--- src/rtl/core/qac_moment.sv ---
// qac_moment: three-stage moment path for one axis, gain times rate error, saturated
// no package dependencies; used three times by the top level
`timescale 1ns / 1ps
`default_nettype none

module qac_moment (
  input  logic               clk,
  input  logic               en,
  input  logic [31:0]        gain,
  input  logic signed [31:0] cmd,
  input  logic signed [15:0] rate,
  output logic signed [31:0] value,
  output logic               sat
);

  logic signed [32:0] err;
  logic [32:0]        err_mag;
  logic               neg1;
  logic [32:0]        mag1;
  logic               neg2;
  logic [64:0]        prod2;
  logic [48:0]        scaled;
  logic               big;

  // rate error in Q16.16 and its magnitude
  always_comb begin
    err     = 33'(cmd) - 33'($signed({rate, 6'b0}));
    err_mag = err[32] ? 33'(-err) : 33'(err);
  end

  always_ff @(posedge clk) begin
    if (en) begin
      neg1  <= err[32];
      mag1  <= err_mag;
      neg2  <= neg1;
      prod2 <= 65'(gain) * 65'(mag1);
    end
  end

  // drop the gain fraction, clamp the magnitude at 2^31, restore the sign
  always_comb begin
    scaled = prod2[64:16];
    big    = |scaled[48:31];
  end

  always_ff @(posedge clk) begin
    if (en) begin
      if (neg2) begin
        value <= big ? 32'sh8000_0000 : $signed(-scaled[31:0]);
        sat   <= 1'b0;
      end else begin
        value <= big ? 32'sh7fff_ffff : $signed(scaled[31:0]);
        sat   <= big;
      end
    end
  end

endmodule

`default_nettype wire

--- config.mk ---
export PLATFORM = sky130hd
export DESIGN_NAME = qac_moment
export DESIGN_NICKNAME = d
export VERILOG_FILES = /design/src/rtl/core/qac_moment.sv
export SDC_FILE = /design/constraint.sdc
export NUM_CORES = 2
export LEC_CHECK = 0
export ABC_CLOCK_PERIOD_IN_PS = 8700
export BUFFER_PORTS_ARGS = -buffer_cell sky130_fd_sc_hd__buf_2
export CAP_MARGIN = 10
export CELL_PAD_IN_SITES_DETAIL_PLACEMENT = 1
export CELL_PAD_IN_SITES_GLOBAL_PLACEMENT = 1
export CORE_MARGIN = 2
export CORE_UTILIZATION = 42
export DETAILED_ROUTE_END_ITERATION = 8
export GPL_TIMING_DRIVEN = 0
export PLACE_DENSITY_LB_ADDON = 0.1
export SLEW_MARGIN = 20
export SYNTH_ARGS = -nofsm -noshare
export SYNTH_HDL_FRONTEND = slang
export SYNTH_SLANG_ARGS = --single-unit
--- constraint.sdc ---
create_clock -name clk -period 8.7 [get_ports clk]
set_clock_uncertainty 0.15 [all_clocks]
set_input_delay 0.87 -clock clk [delete_from_list [all_inputs] [get_ports clk]]
set_output_delay 0.87 -clock clk [all_outputs]
set_load 0.02 [all_outputs]
After elaboration in Yosys (flattened, before gate mapping) --
Index checks and enable logic that the tools add are counted.
Word-level totals: bits of input ports 82, bits in read-only memories 0, logic and storage cells 16, latch bits 0, output and inout bits 33, bits in writable memories 0, register bits 133, memories 0
Cells by class: $add $sub $neg 3, shift operators 0, bitwise gates (word level) 0, reduce and logical (&&, ||, !) cells 1, mux-type cells 4, order comparisons 0, equality and inequality tests 0, $mul 1, divide/modulo/power cells 0
Operator list (number):
- two-way mux 32 bit | 4
- multiplier 32 x 33 -> 65 bit | 1
- negator 33 bit | 1
- subtractor 32 x 22 -> 33 bit | 1
- negator 32 bit | 1
- OR reduction 18 bit | 1

Logic depth before layout (Yosys ltp) --
depth in word-level cells 3, depth in mapped cells 27, mapped depth without buffers 25

Worst setup path before layout --
Ideal clock, no wire load.
path type in2reg, start in gain[17], end reg prod2[58], data pin, data arrival time 7.494 ns, library setup time 0.265 ns, cell stages on the path 25, required time 8.285 ns, slack 0.791 ns, buffers on the path 2, cell sequence clkbuf_1 and2_1 fa_1 inv_1 fa_1 inv_1 fa_1 inv_1 fa_1 inv_1 fa_1 fa_1 fa_1 fa_1 ha_1 clkbuf_1 a21o_1 a21o_1 a221o_1 o2bb2ai_1 a311oi_1 o31ai_1 a41oi_1 o21ai_0 xor2_1
On the way: word-level cells in the longest chain between the ends 1
RTL lines:
- start, declared | RTL line 9 | input logic [31:0] gain,
- multiplier 32 x 33 -> 65 bit | RTL line 36 | prod2 <= 65'(gain) * 65'(mag1);
- end signal, assigned | RTL line 36
- end, declared | RTL line 21 | logic [64:0] prod2;
No other way between the ends. A chain may end at the register's enable or synchronous reset.

Worst setup path in the final report --
start in gain[17], end reg prod2[61], data pin
The elaborated chain is that of the path after synthesis.

==> reports/results.tsv <==
metric	value	unit
grt_max_degree	85	
r2r_slack	0.23	ns
async_reset_ff_frac	0	
required	8.77	ns
antenna_found_initial	31	
syn_area	40400	µm²
grt-busiest-layer	met2	
postCtsHoldBufs	0	
crit_type	in2reg	
grt_usage	0.320	
cap_violations	0	
fp.dieW	314	µm
cts_tree	built	
htreeDepth	4	
first_global_vias	34899	
hold_path.class	reg2reg	
gp_congestion	0.960	
netlist.area_leader.share	0.459	
cpMaxStageDelayCell	fa_1	
ys_ff_latch	117	
ys_warn_count	0	
slew_headroom	0.290	
worst-path-buf-inv	7	
numCtsBuffers	17	
setup_viol	0	
end_kind	flop	
die_h	314	µm
crit_family	adder cells	
ys_seq_area_frac	0.0869	
worstPathMaxFanout	10	
ant_nets	0	
grt_remaining_overflow	0	
fin_util	0.462	
syn_nets	5688	
core	95200	µm²
clock_sinks	117	
cp-start-kind	primary input	
post_drt_wl_per_cell	26.4	µm
dp_hpwl	132000	µm
io_pins	115	
finalInstanceArea	44000	µm²
clk_pin_slew	0.06	ns
period_share	0.979	
grt_use_met2	0.529	
use_met1	0.417	
first_iter_violations	2091	
synthTopCellsByArea	fa_1, ha_1, inv_1	
worst_slack	0.183	ns
timing.fmax	117	MHz
vias_per_cell	5.44	
synth_cells	4391	
insertion_delay	0.43	ns
syn_to_final_growth	8.82	%
synth_edf_count	117	
report.final.slew_viol_count	0	
clockBufferDepth	2	
period_needed	8.52	ns
postPlaceCellArea	42600	µm²
start_util	0.425	
grtUsageMet3	0.0396	
root_buffer	clkbuf_16	
finalHoldViolCount	0	
synth_ff_type	edfxtp_1	
tightest_slew	1.07	ns
dpl_worst_slack	-1.85	ns
vias	31718	
synth.distinct_cells	69	
wirelength	154000	µm
drt_first_pass_iters	5	
layout-drive-gt1-share	0.0845	
portBuffers	114	
arrival	8.59	ns
grt_pass1_wl	228000	µm
placementRows	113	
drc	0	
critPathMaxStageDelay	0.63	ns
whs	0.295	ns
layout.nets	5843	
status	finished, final reports clean	
synth_top_area_cell	fa_1	
crit_top_cell	fa_1	
dieArea	98700	µm²
syn_avg_cell_area	9.20	µm²
==> worst reg2reg max path, cell delays in order, from the launching register on <==
cell	delay, ns
edfxtp_1	0.55
buf_2	0.51
and2_1	0.24
fa_1	0.45
fa_1	0.53
inv_1	0.05
fa_1	0.39
fa_1	0.55
inv_1	0.06
fa_1	0.56
fa_1	0.43
fa_1	0.62
fa_1	0.55
ha_1	0.43
nand2_1	0.12
nor2_2	0.19
nand4_1	0.23
a211oi_4	0.38
o211ai_1	0.12
buf_4	0.19
a21oi_4	0.27
a41oi_2	0.20
nor2b_1	0.20
o311ai_2	0.28
==> state kept, by name, indices dropped and copies added (netlist names) <==
signal	cells
mag1	33
neg1	1
neg2	1
prod2	49
sat	1
value	32
==> placed cells by master, fill, tap and decap left out, drive strengths merged, types with 14 or more instances in the layout <==
master,n
inv,951
fa,926
nand2,644
and2,507
ha,289
clkbuf,222
buf,168
edfxtp,117
a21oi,111
nor2,80
o21ai,73
xnor2,65
xor2,47
a21o,44
nor3,26
nand3,22
nor2b,20
nand4,19
a31oi,19
o21a,16
or3,14
==> routing by layer <==
metal / vias to the layer above / share of wire
met5: - / 0.00018
met4: 4 / 0.062
met3: 308 / 0.057
met2: 1005 / 0.47
met1: 16913 / 0.41
li1: 13488 / -
==> cell type report <==
class / instances / area (µm²)
timing repair buffer: 147 / 922
sequential: 117 / 3510
clock buffer: 21 / 440
buffer: 222 / 1170
tap: 1265 / 1580
fill: 11139 / 51200
antenna: 4 / 10.0
multi-input combinational: 3091 / 32600
inverter: 950 / 3570
clock inverter: 10 / 131
==> final timing paths <==
path / start / to / cells past startpoint
max: gain[17] / prod2[61] / 26
min: neg1 / neg2 / 0
max reg2reg: mag1[8] / prod2[61] / 23
min reg2reg: neg1 / neg2 / 0
==> timing repair <==
action,in CTS,in global routing
endpoints found under the setup margin,26,14
endpoints found under the hold margin,0,0
buffers inserted,23,9
pin swaps,3,4
gates resized for setup,210,90
==> synthesized netlist by cell type, drive strengths merged, types with 8 or more instances <==
cell type / count
inv: 950
clkbuf: 230
nand3: 22
o21bai: 12
nor4: 10
o21a: 16
nor2b: 20
nor2: 80
nand4: 19
xor2: 47
a21oi: 111
nand2: 644
and2: 507
fa: 926
edfxtp: 117
nand2b: 12
a21o: 44
o211ai: 8
and3: 10
nor3: 26
a31oi: 19
or4: 9
ha: 289
o21ai: 73
or3: 14
o31ai: 10
xnor2: 65
==> kinds of logic after synthesis <==
logic type               Yosys count  share of synthesized area
multiplexers                       6                    0.00152
flip-flops                       117                     0.0869
XOR/XNOR                         112                     0.0243
AND/OR/NAND/NOR                 1397                      0.172
buffers and inverters           1183                      0.110
AO/OA/AOI/OAI                    361                     0.0569
adder cells (fa/ha/maj)         1215                      0.548
==> per-stage QoR <==
stage                     instances   TNS [ns]
after detailed placement       5771     -24.64
final                          5827          0
after CTS                      5822          0
after global routing           5823  -0.000315
after global placement         5770     -23.88
after floorplan                4391          0
Power is left out: the tool's default activity adds up to more than one toggle a clock period on the data nets, which glitch-free logic cannot reach.
