<file path="src/rtl/core/qac_div_pipe.sv">
// qac_div_pipe: pipelined restoring divider, several lanes over one shared divisor
// no package dependencies; STEPS quotient bits are resolved per register stage
`timescale 1ns / 1ps
`default_nettype none

module qac_div_pipe #(
  parameter int LANES  = 2,
  parameter int DEN_W  = 16,
  parameter int QUO_W  = 32,
  parameter int STEPS  = 4,
  parameter int SIDE_W = 1
) (
  input  logic                        clk,
  input  logic                        rst,
  input  logic                        en,
  input  logic                        in_valid,
  input  logic [DEN_W-1:0]            den,
  input  logic [LANES-1:0][DEN_W-1:0] rem_init,
  input  logic [LANES-1:0][QUO_W-1:0] num_low,
  input  logic [SIDE_W-1:0]           side_in,
  output logic                        out_valid,
  output logic [LANES-1:0][QUO_W-1:0] quo,
  output logic [SIDE_W-1:0]           side_out
);

  localparam int STAGES = (QUO_W + STEPS - 1) / STEPS;

  typedef logic [LANES-1:0][DEN_W-1:0] rem_vec_t;
  typedef logic [LANES-1:0][QUO_W-1:0] wrk_vec_t;

  logic [STAGES-1:0] vld_in;
  logic [STAGES-1:0] vld_q;
  logic [DEN_W-1:0]  den_in [STAGES];
  logic [DEN_W-1:0]  den_q  [STAGES];
  rem_vec_t          rem_in [STAGES];
  rem_vec_t          rem_nx [STAGES];
  rem_vec_t          rem_q  [STAGES];
  wrk_vec_t          wrk_in [STAGES];
  wrk_vec_t          wrk_nx [STAGES];
  wrk_vec_t          wrk_q  [STAGES];
  logic [SIDE_W-1:0] side_s [STAGES];
  logic [SIDE_W-1:0] side_q [STAGES];

  // each stage reads the register of the stage before it
  always_comb begin
    vld_in[0] = in_valid;
    den_in[0] = den;
    rem_in[0] = rem_init;
    wrk_in[0] = num_low;
    side_s[0] = side_in;
    for (int s = 1; s < STAGES; s++) begin
      vld_in[s] = vld_q[s-1];
      den_in[s] = den_q[s-1];
      rem_in[s] = rem_q[s-1];
      wrk_in[s] = wrk_q[s-1];
      side_s[s] = side_q[s-1];
    end
  end

  // shift-subtract steps; dividend bits leave the top of wrk, quotient bits enter the bottom
  always_comb begin
    logic [DEN_W:0]   trial;
    logic [DEN_W:0]   diff;
    logic [DEN_W-1:0] rem;
    logic [QUO_W-1:0] wrk;
    for (int s = 0; s < STAGES; s++) begin
      for (int l = 0; l < LANES; l++) begin
        rem = rem_in[s][l];
        wrk = wrk_in[s][l];
        for (int k = 0; k < STEPS; k++) begin
          if (s * STEPS + k < QUO_W) begin
            trial = {rem, wrk[QUO_W-1]};
            diff  = trial - {1'b0, den_in[s]};
            if (trial >= {1'b0, den_in[s]}) begin
              rem = diff[DEN_W-1:0];
              wrk = {wrk[QUO_W-2:0], 1'b1};
            end else begin
              rem = trial[DEN_W-1:0];
              wrk = {wrk[QUO_W-2:0], 1'b0};
            end
          end
        end
        rem_nx[s][l] = rem;
        wrk_nx[s][l] = wrk;
      end
    end
  end

  // stage valids
  always_ff @(posedge clk) begin
    if (rst) begin
      vld_q <= '0;
    end else if (en) begin
      vld_q <= vld_in;
    end
  end

  // stage payload
  always_ff @(posedge clk) begin
    if (en) begin
      den_q  <= den_in;
      rem_q  <= rem_nx;
      wrk_q  <= wrk_nx;
      side_q <= side_s;
    end
  end

  assign out_valid = vld_q[STAGES-1];
  assign quo       = wrk_q[STAGES-1];
  assign side_out  = side_q[STAGES-1];

endmodule

`default_nettype wire

</file>
<file path="config.mk">
export PLATFORM = sky130hd
export DESIGN_NAME = qac_div_pipe
export DESIGN_NICKNAME = d
export VERILOG_FILES = /design/src/rtl/core/qac_div_pipe.sv
export SDC_FILE = /design/constraint.sdc
export NUM_CORES = 2
export LEC_CHECK = 0
export ABC_AREA = 1
export BUFFER_PORTS_ARGS = -buffer_cell sky130_fd_sc_hd__clkbuf_2
export CELL_PAD_IN_SITES_DETAIL_PLACEMENT = 0
export CELL_PAD_IN_SITES_GLOBAL_PLACEMENT = 1
export CORE_MARGIN = 2
export CORE_UTILIZATION = 45
export DETAILED_ROUTE_END_ITERATION = 8
export PLACE_DENSITY_LB_ADDON = 0.1
export RECOVER_POWER = 50
export SLEW_MARGIN = 15
export SYNTH_ARGS = -nofsm -noshare
export SYNTH_HDL_FRONTEND = slang
export SYNTH_SLANG_ARGS = --single-unit
</file>
<file path="constraint.sdc">
create_clock -name clk -period 12.8 [get_ports clk]
set_input_delay 0.64 -clock clk [delete_from_list [all_inputs] [get_ports clk]]
set_output_delay 0.64 -clock clk [all_outputs]
set_load 0.05 [all_outputs]
</file>
Word-level counts from Yosys, hierarchy flattened
Cells that the tools add are included.
{"block": "totals", "regBits": 864, "latchBits": 0, "ramBits": 0, "mem_bits_ro": 0, "inputBits": 117, "n_memories": 0}
{"block": "classes", "addsub": 62, "mul": 0, "div_mod_pow": 0, "n_lt_le_gt_ge": 64, "n_eq_ne": 0, "shift": 0, "mux": 126, "n_bitwise": 0, "n_reduce_logical": 0}
{"operator": "17-bit by 16-bit greater-or-equal comparator with 1-bit output", "count": 64}
{"operator": "16-bit 2-to-1 mux", "count": 62}
{"operator": "16-bit subtractor", "count": 62}
{"operator": "1-bit 2-to-1 mux", "count": 64}

Longest topological paths before layout
{"block": "logic_depth", "ltp_word": 8, "mapped_depth": 56}

Worst setup path after synthesis
No wires, ideal clock.
{"block": "synth_path", "path_kind": "input-to-reg", "start": "input den[1]", "end": "register rem_q (netlist bit rem_in[199]) (data pin)", "arrival_time_ps": 7244, "required_time_ps": 12548, "setup_slack_ps": 5304, "stages": 49, "path_buffers": 4, "cell_sequence": "inv_1 ha_1 nand2_1 inv_1 nand3_1 nand2_1 nand2_1 nand2_1 nand2_1 nand2_2 buf_2 or2_2 nand2_1 inv_1 ha_1 a21oi_1 o21ai_0 a21oi_1 (+13 left out) a211oi_1 nand2_1 buf_6 o21ai_0 ha_1 nand3_1 nand3_1 nand2_1 o211ai_1 nand3_1 o2111ai_1 a21oi_1 o31ai_1 nor2_4 nand2_4 buf_6 nand2_1 nand2_1"}
{"element": "start: declaration", "line": "17", "rtl": "input logic [DEN_W-1:0] den,"}
{"element": "end signal: assignment", "line": "102", "rtl": "rem_q <= rem_nx;"}
{"element": "end: declaration", "line": "37", "rtl": "rem_vec_t rem_q [STAGES];"}

Final worst setup path
{"block": "layout_path", "start": "input en", "end": "register wrk_q (netlist bit wrk_in[339]), enable pin"}
{"element": "start: declaration", "line": "15", "rtl": "input logic en,"}
{"element": "end signal: assignment", "line": "103", "rtl": "wrk_q <= wrk_nx;"}
{"element": "end: declaration", "line": "40", "rtl": "wrk_vec_t wrk_q [STAGES];"}
No word-level cell between the ends.

==> impl_metrics.json <==
{
  "relSlewSlack_pct": -437,
  "report.final.slew_viol_count": 443,
  "num_vias": 80600,
  "postCtsSetupBuffers": 0,
  "cts_tree": "yes",
  "violations": "capacitance limit, slew limit",
  "cts_sinks": 864,
  "drt_iter0_markers": 5826,
  "fin_setup_tns_ns": 0,
  "wl_um": 280000,
  "root_buffer": "clkbuf_16",
  "crit_path_start_kind": "primary input",
  "synth-seq-cells": 864,
  "multi_input_comb_area_um2": 56300,
  "core_um2": 195000,
  "grt_pass1_vias": 76800,
  "final_cell_count_no_fill": 15100,
  "port_buffers": 182,
  "die_y_um": 448,
  "synth_area_leaders": "edfxtp_1, nand2_1, ha_1",
  "grt-ovfl-total": 0,
  "clock_skew_ns": 0.0511,
  "syn_nets": 13300,
  "rsz0062_at_grt": "no",
  "ctsLongestPathBuffers": 3,
  "dp_hpwl_um": 217000,
  "finalHoldViolCount": 0,
  "crit_arrival_ns": 11.01,
  "synth_seq_area_share_pct": 29.2,
  "drive_above_1_share_pct": 5.00,
  "end_kind": "flop",
  "r2r_cells": 42,
  "cp-startpoint": "en",
  "crit_fanout": 159,
  "syn_area_um2": 88600,
  "antenna_left": 0,
  "fin_nets": 13600,
  "whs_ns": 0.0669,
  "gp_congestion": 0.917,
  "grt_max_degree": 160,
  "first_pass_iters": 6,
  "antenna_found_initial": 2,
  "syn_to_final_growth_pct": 8.33,
  "ys.flop_type": "edfxtp_1",
  "dieArea_um2": 200000,
  "fmax_mhz": 91.8,
  "min_period_over_period_pct": 85.1,
  "r2r_start": "den_in[97]",
  "hp-class": "primary input to flop",
  "synth_edf_count": 856,
  "yosysUniqueCellTypes": 69,
  "cts_buffers": 103,
  "tightest_slew_ns": 8.06,
  "synth_warnings": 0,
  "maxCapViolations": 6,
  "syn_inst": 12100,
  "layout_min_cycle_time_ns": 10.89,
  "yosys.cell_count.top_type": "nand2_1",
  "placed_cells": 14900,
  "critPathKind": "primary input to flop",
  "r2r_slack_ns": 1.99,
  "ys_async_sr_fraction_pct": 0,
  "yosys.area.top_type_share_pct": 29.0,
  "synth_top_cell_by_area": "edfxtp_1",
  "clk_latency_ns": 0.78,
  "gr-usage-all-layers_pct": 27.2,
  "htreeDepth": 3,
  "viasPerCell": 5.34,
  "fillers": 19800,
  "required_ns": 12.92,
  "clkSlewWorstSetupHoldPaths_ns": 0.06,
  "initial_core_util_pct": 45.3,
  "setup_viol": 0,
  "placementRows": 162,
  "status": "finished, violations left",
  "ff_latch_area_um2": 25900,
  "avgSynthCellArea_um2": 7.31,
  "pin_count": 183,
  "crit_end": "wrk_in[339]",
  "grt_pass1_wl_um": 429000,
  "r2r-end": "rem_in[178]",
  "drc_errors": 0,
  "die_w_um": 448,
  "routedWlPerCell_um": 18.5,
  "yosys-top-cells-count": "nand2_1, inv_1, ha_1"
}
-- worst min-delay path by stage --
stage,start,end,depth (start not counted)
2_1_floorplan,wrk_in[6],quo[10],0
3_3_place_gp,side_q[7],side_q[6],0
3_5_place_dp,wrk_in[19],quo[23],0
4_1_cts,num_low[2],wrk_in[390],1
5_1_grt,num_low[2],wrk_in[390],1
6_report,num_low[58],wrk_in[446],1
-- flip-flops by register name, summed over array words and instances, names as in the netlist --
| signal | cells |
|---|---|
| rem_in | 224 |
| vld_q | 8 |
| wrk_in | 448 |
| side_out | 1 |
| quo | 64 |
| side_q | 7 |
| den_in | 112 |
-- critical path, cell delays in order --
cell      delay (ns)
clkbuf_1        2.22
clkbuf_1        2.09
clkbuf_1        5.68
-- per-stage QoR --
step / cell area [um2] / worst slack, ns / utilization (%)
floorplan: 88600 / 5.30 / -
detailed placement: 92300 / 1.91 / 47.3
global placement: 92300 / 1.86 / 47.3
CTS: 96100 / 1.88 / 49.2
global route: 96000 / 0.930 / 49.1
finish: 96000 / 1.91 / 49.1
-- placed cells by master (no fill, tap or decap), types with 161 or more instances in the layout --
cell type	synthesis	routed
o21ai_0	524	524
ha_1	1024	1024
inv_1	1354	1354
xor2_1	407	407
nand3_1	899	899
nand4_1	161	161
edfxtp_1	856	856
a21oi_1	836	836
nor2_1	543	543
xnor2_1	336	336
nand2_1	4102	4102
-- layout make-up --
| type | count | area share [%] |
|---|---|---|
| Clock inverter | 74 | 0.862 |
| Inverter | 1393 | 5.45 |
| Antenna cell | 4 | 0.0104 |
| Tap cell | 2624 | 3.42 |
| Clock buffer | 116 | 2.74 |
| Timing Repair Buffer | 307 | 1.88 |
| Multi-Input combinational cell | 9698 | 58.7 |
| Sequential cell | 864 | 26.9 |
-- per-layer routing --
metal	GRT usage [%]	part of all wire [%]	vias to the layer above	wire, um
met4	9.08	3.6	2	9950
li1	-	-	41200	-
met3	2.83	4.3	423	12100
met1	35.3	44	37200	124000
met5	0	0.0046	-	13
met2	47.2	48	1836	134000
-- cells by family (layout without fill, tap and decap cells) --
group | after synthesis | after routing | share of synthesized area (%)
simple gates | 6135 | 6135 | 29.7
compound gates | 1734 | 1734 | 10.7
buf+inv | 1563 | 1890 | 7.22
fa+ha+maj | 1086 | 1086 | 15.9
flops | 864 | 864 | 29.2
xor+xnor | 743 | 743 | 7.34
other cells | 0 | 4 | 0
-- what timing repair did --
action	4_1_cts	5_1_grt
hold endpoints to repair	35	0
hold buffers	35	0
resized for setup	0	0
Power is not shown: default switching activity piles up to over one toggle a cycle in this logic, so the estimate is an artifact.
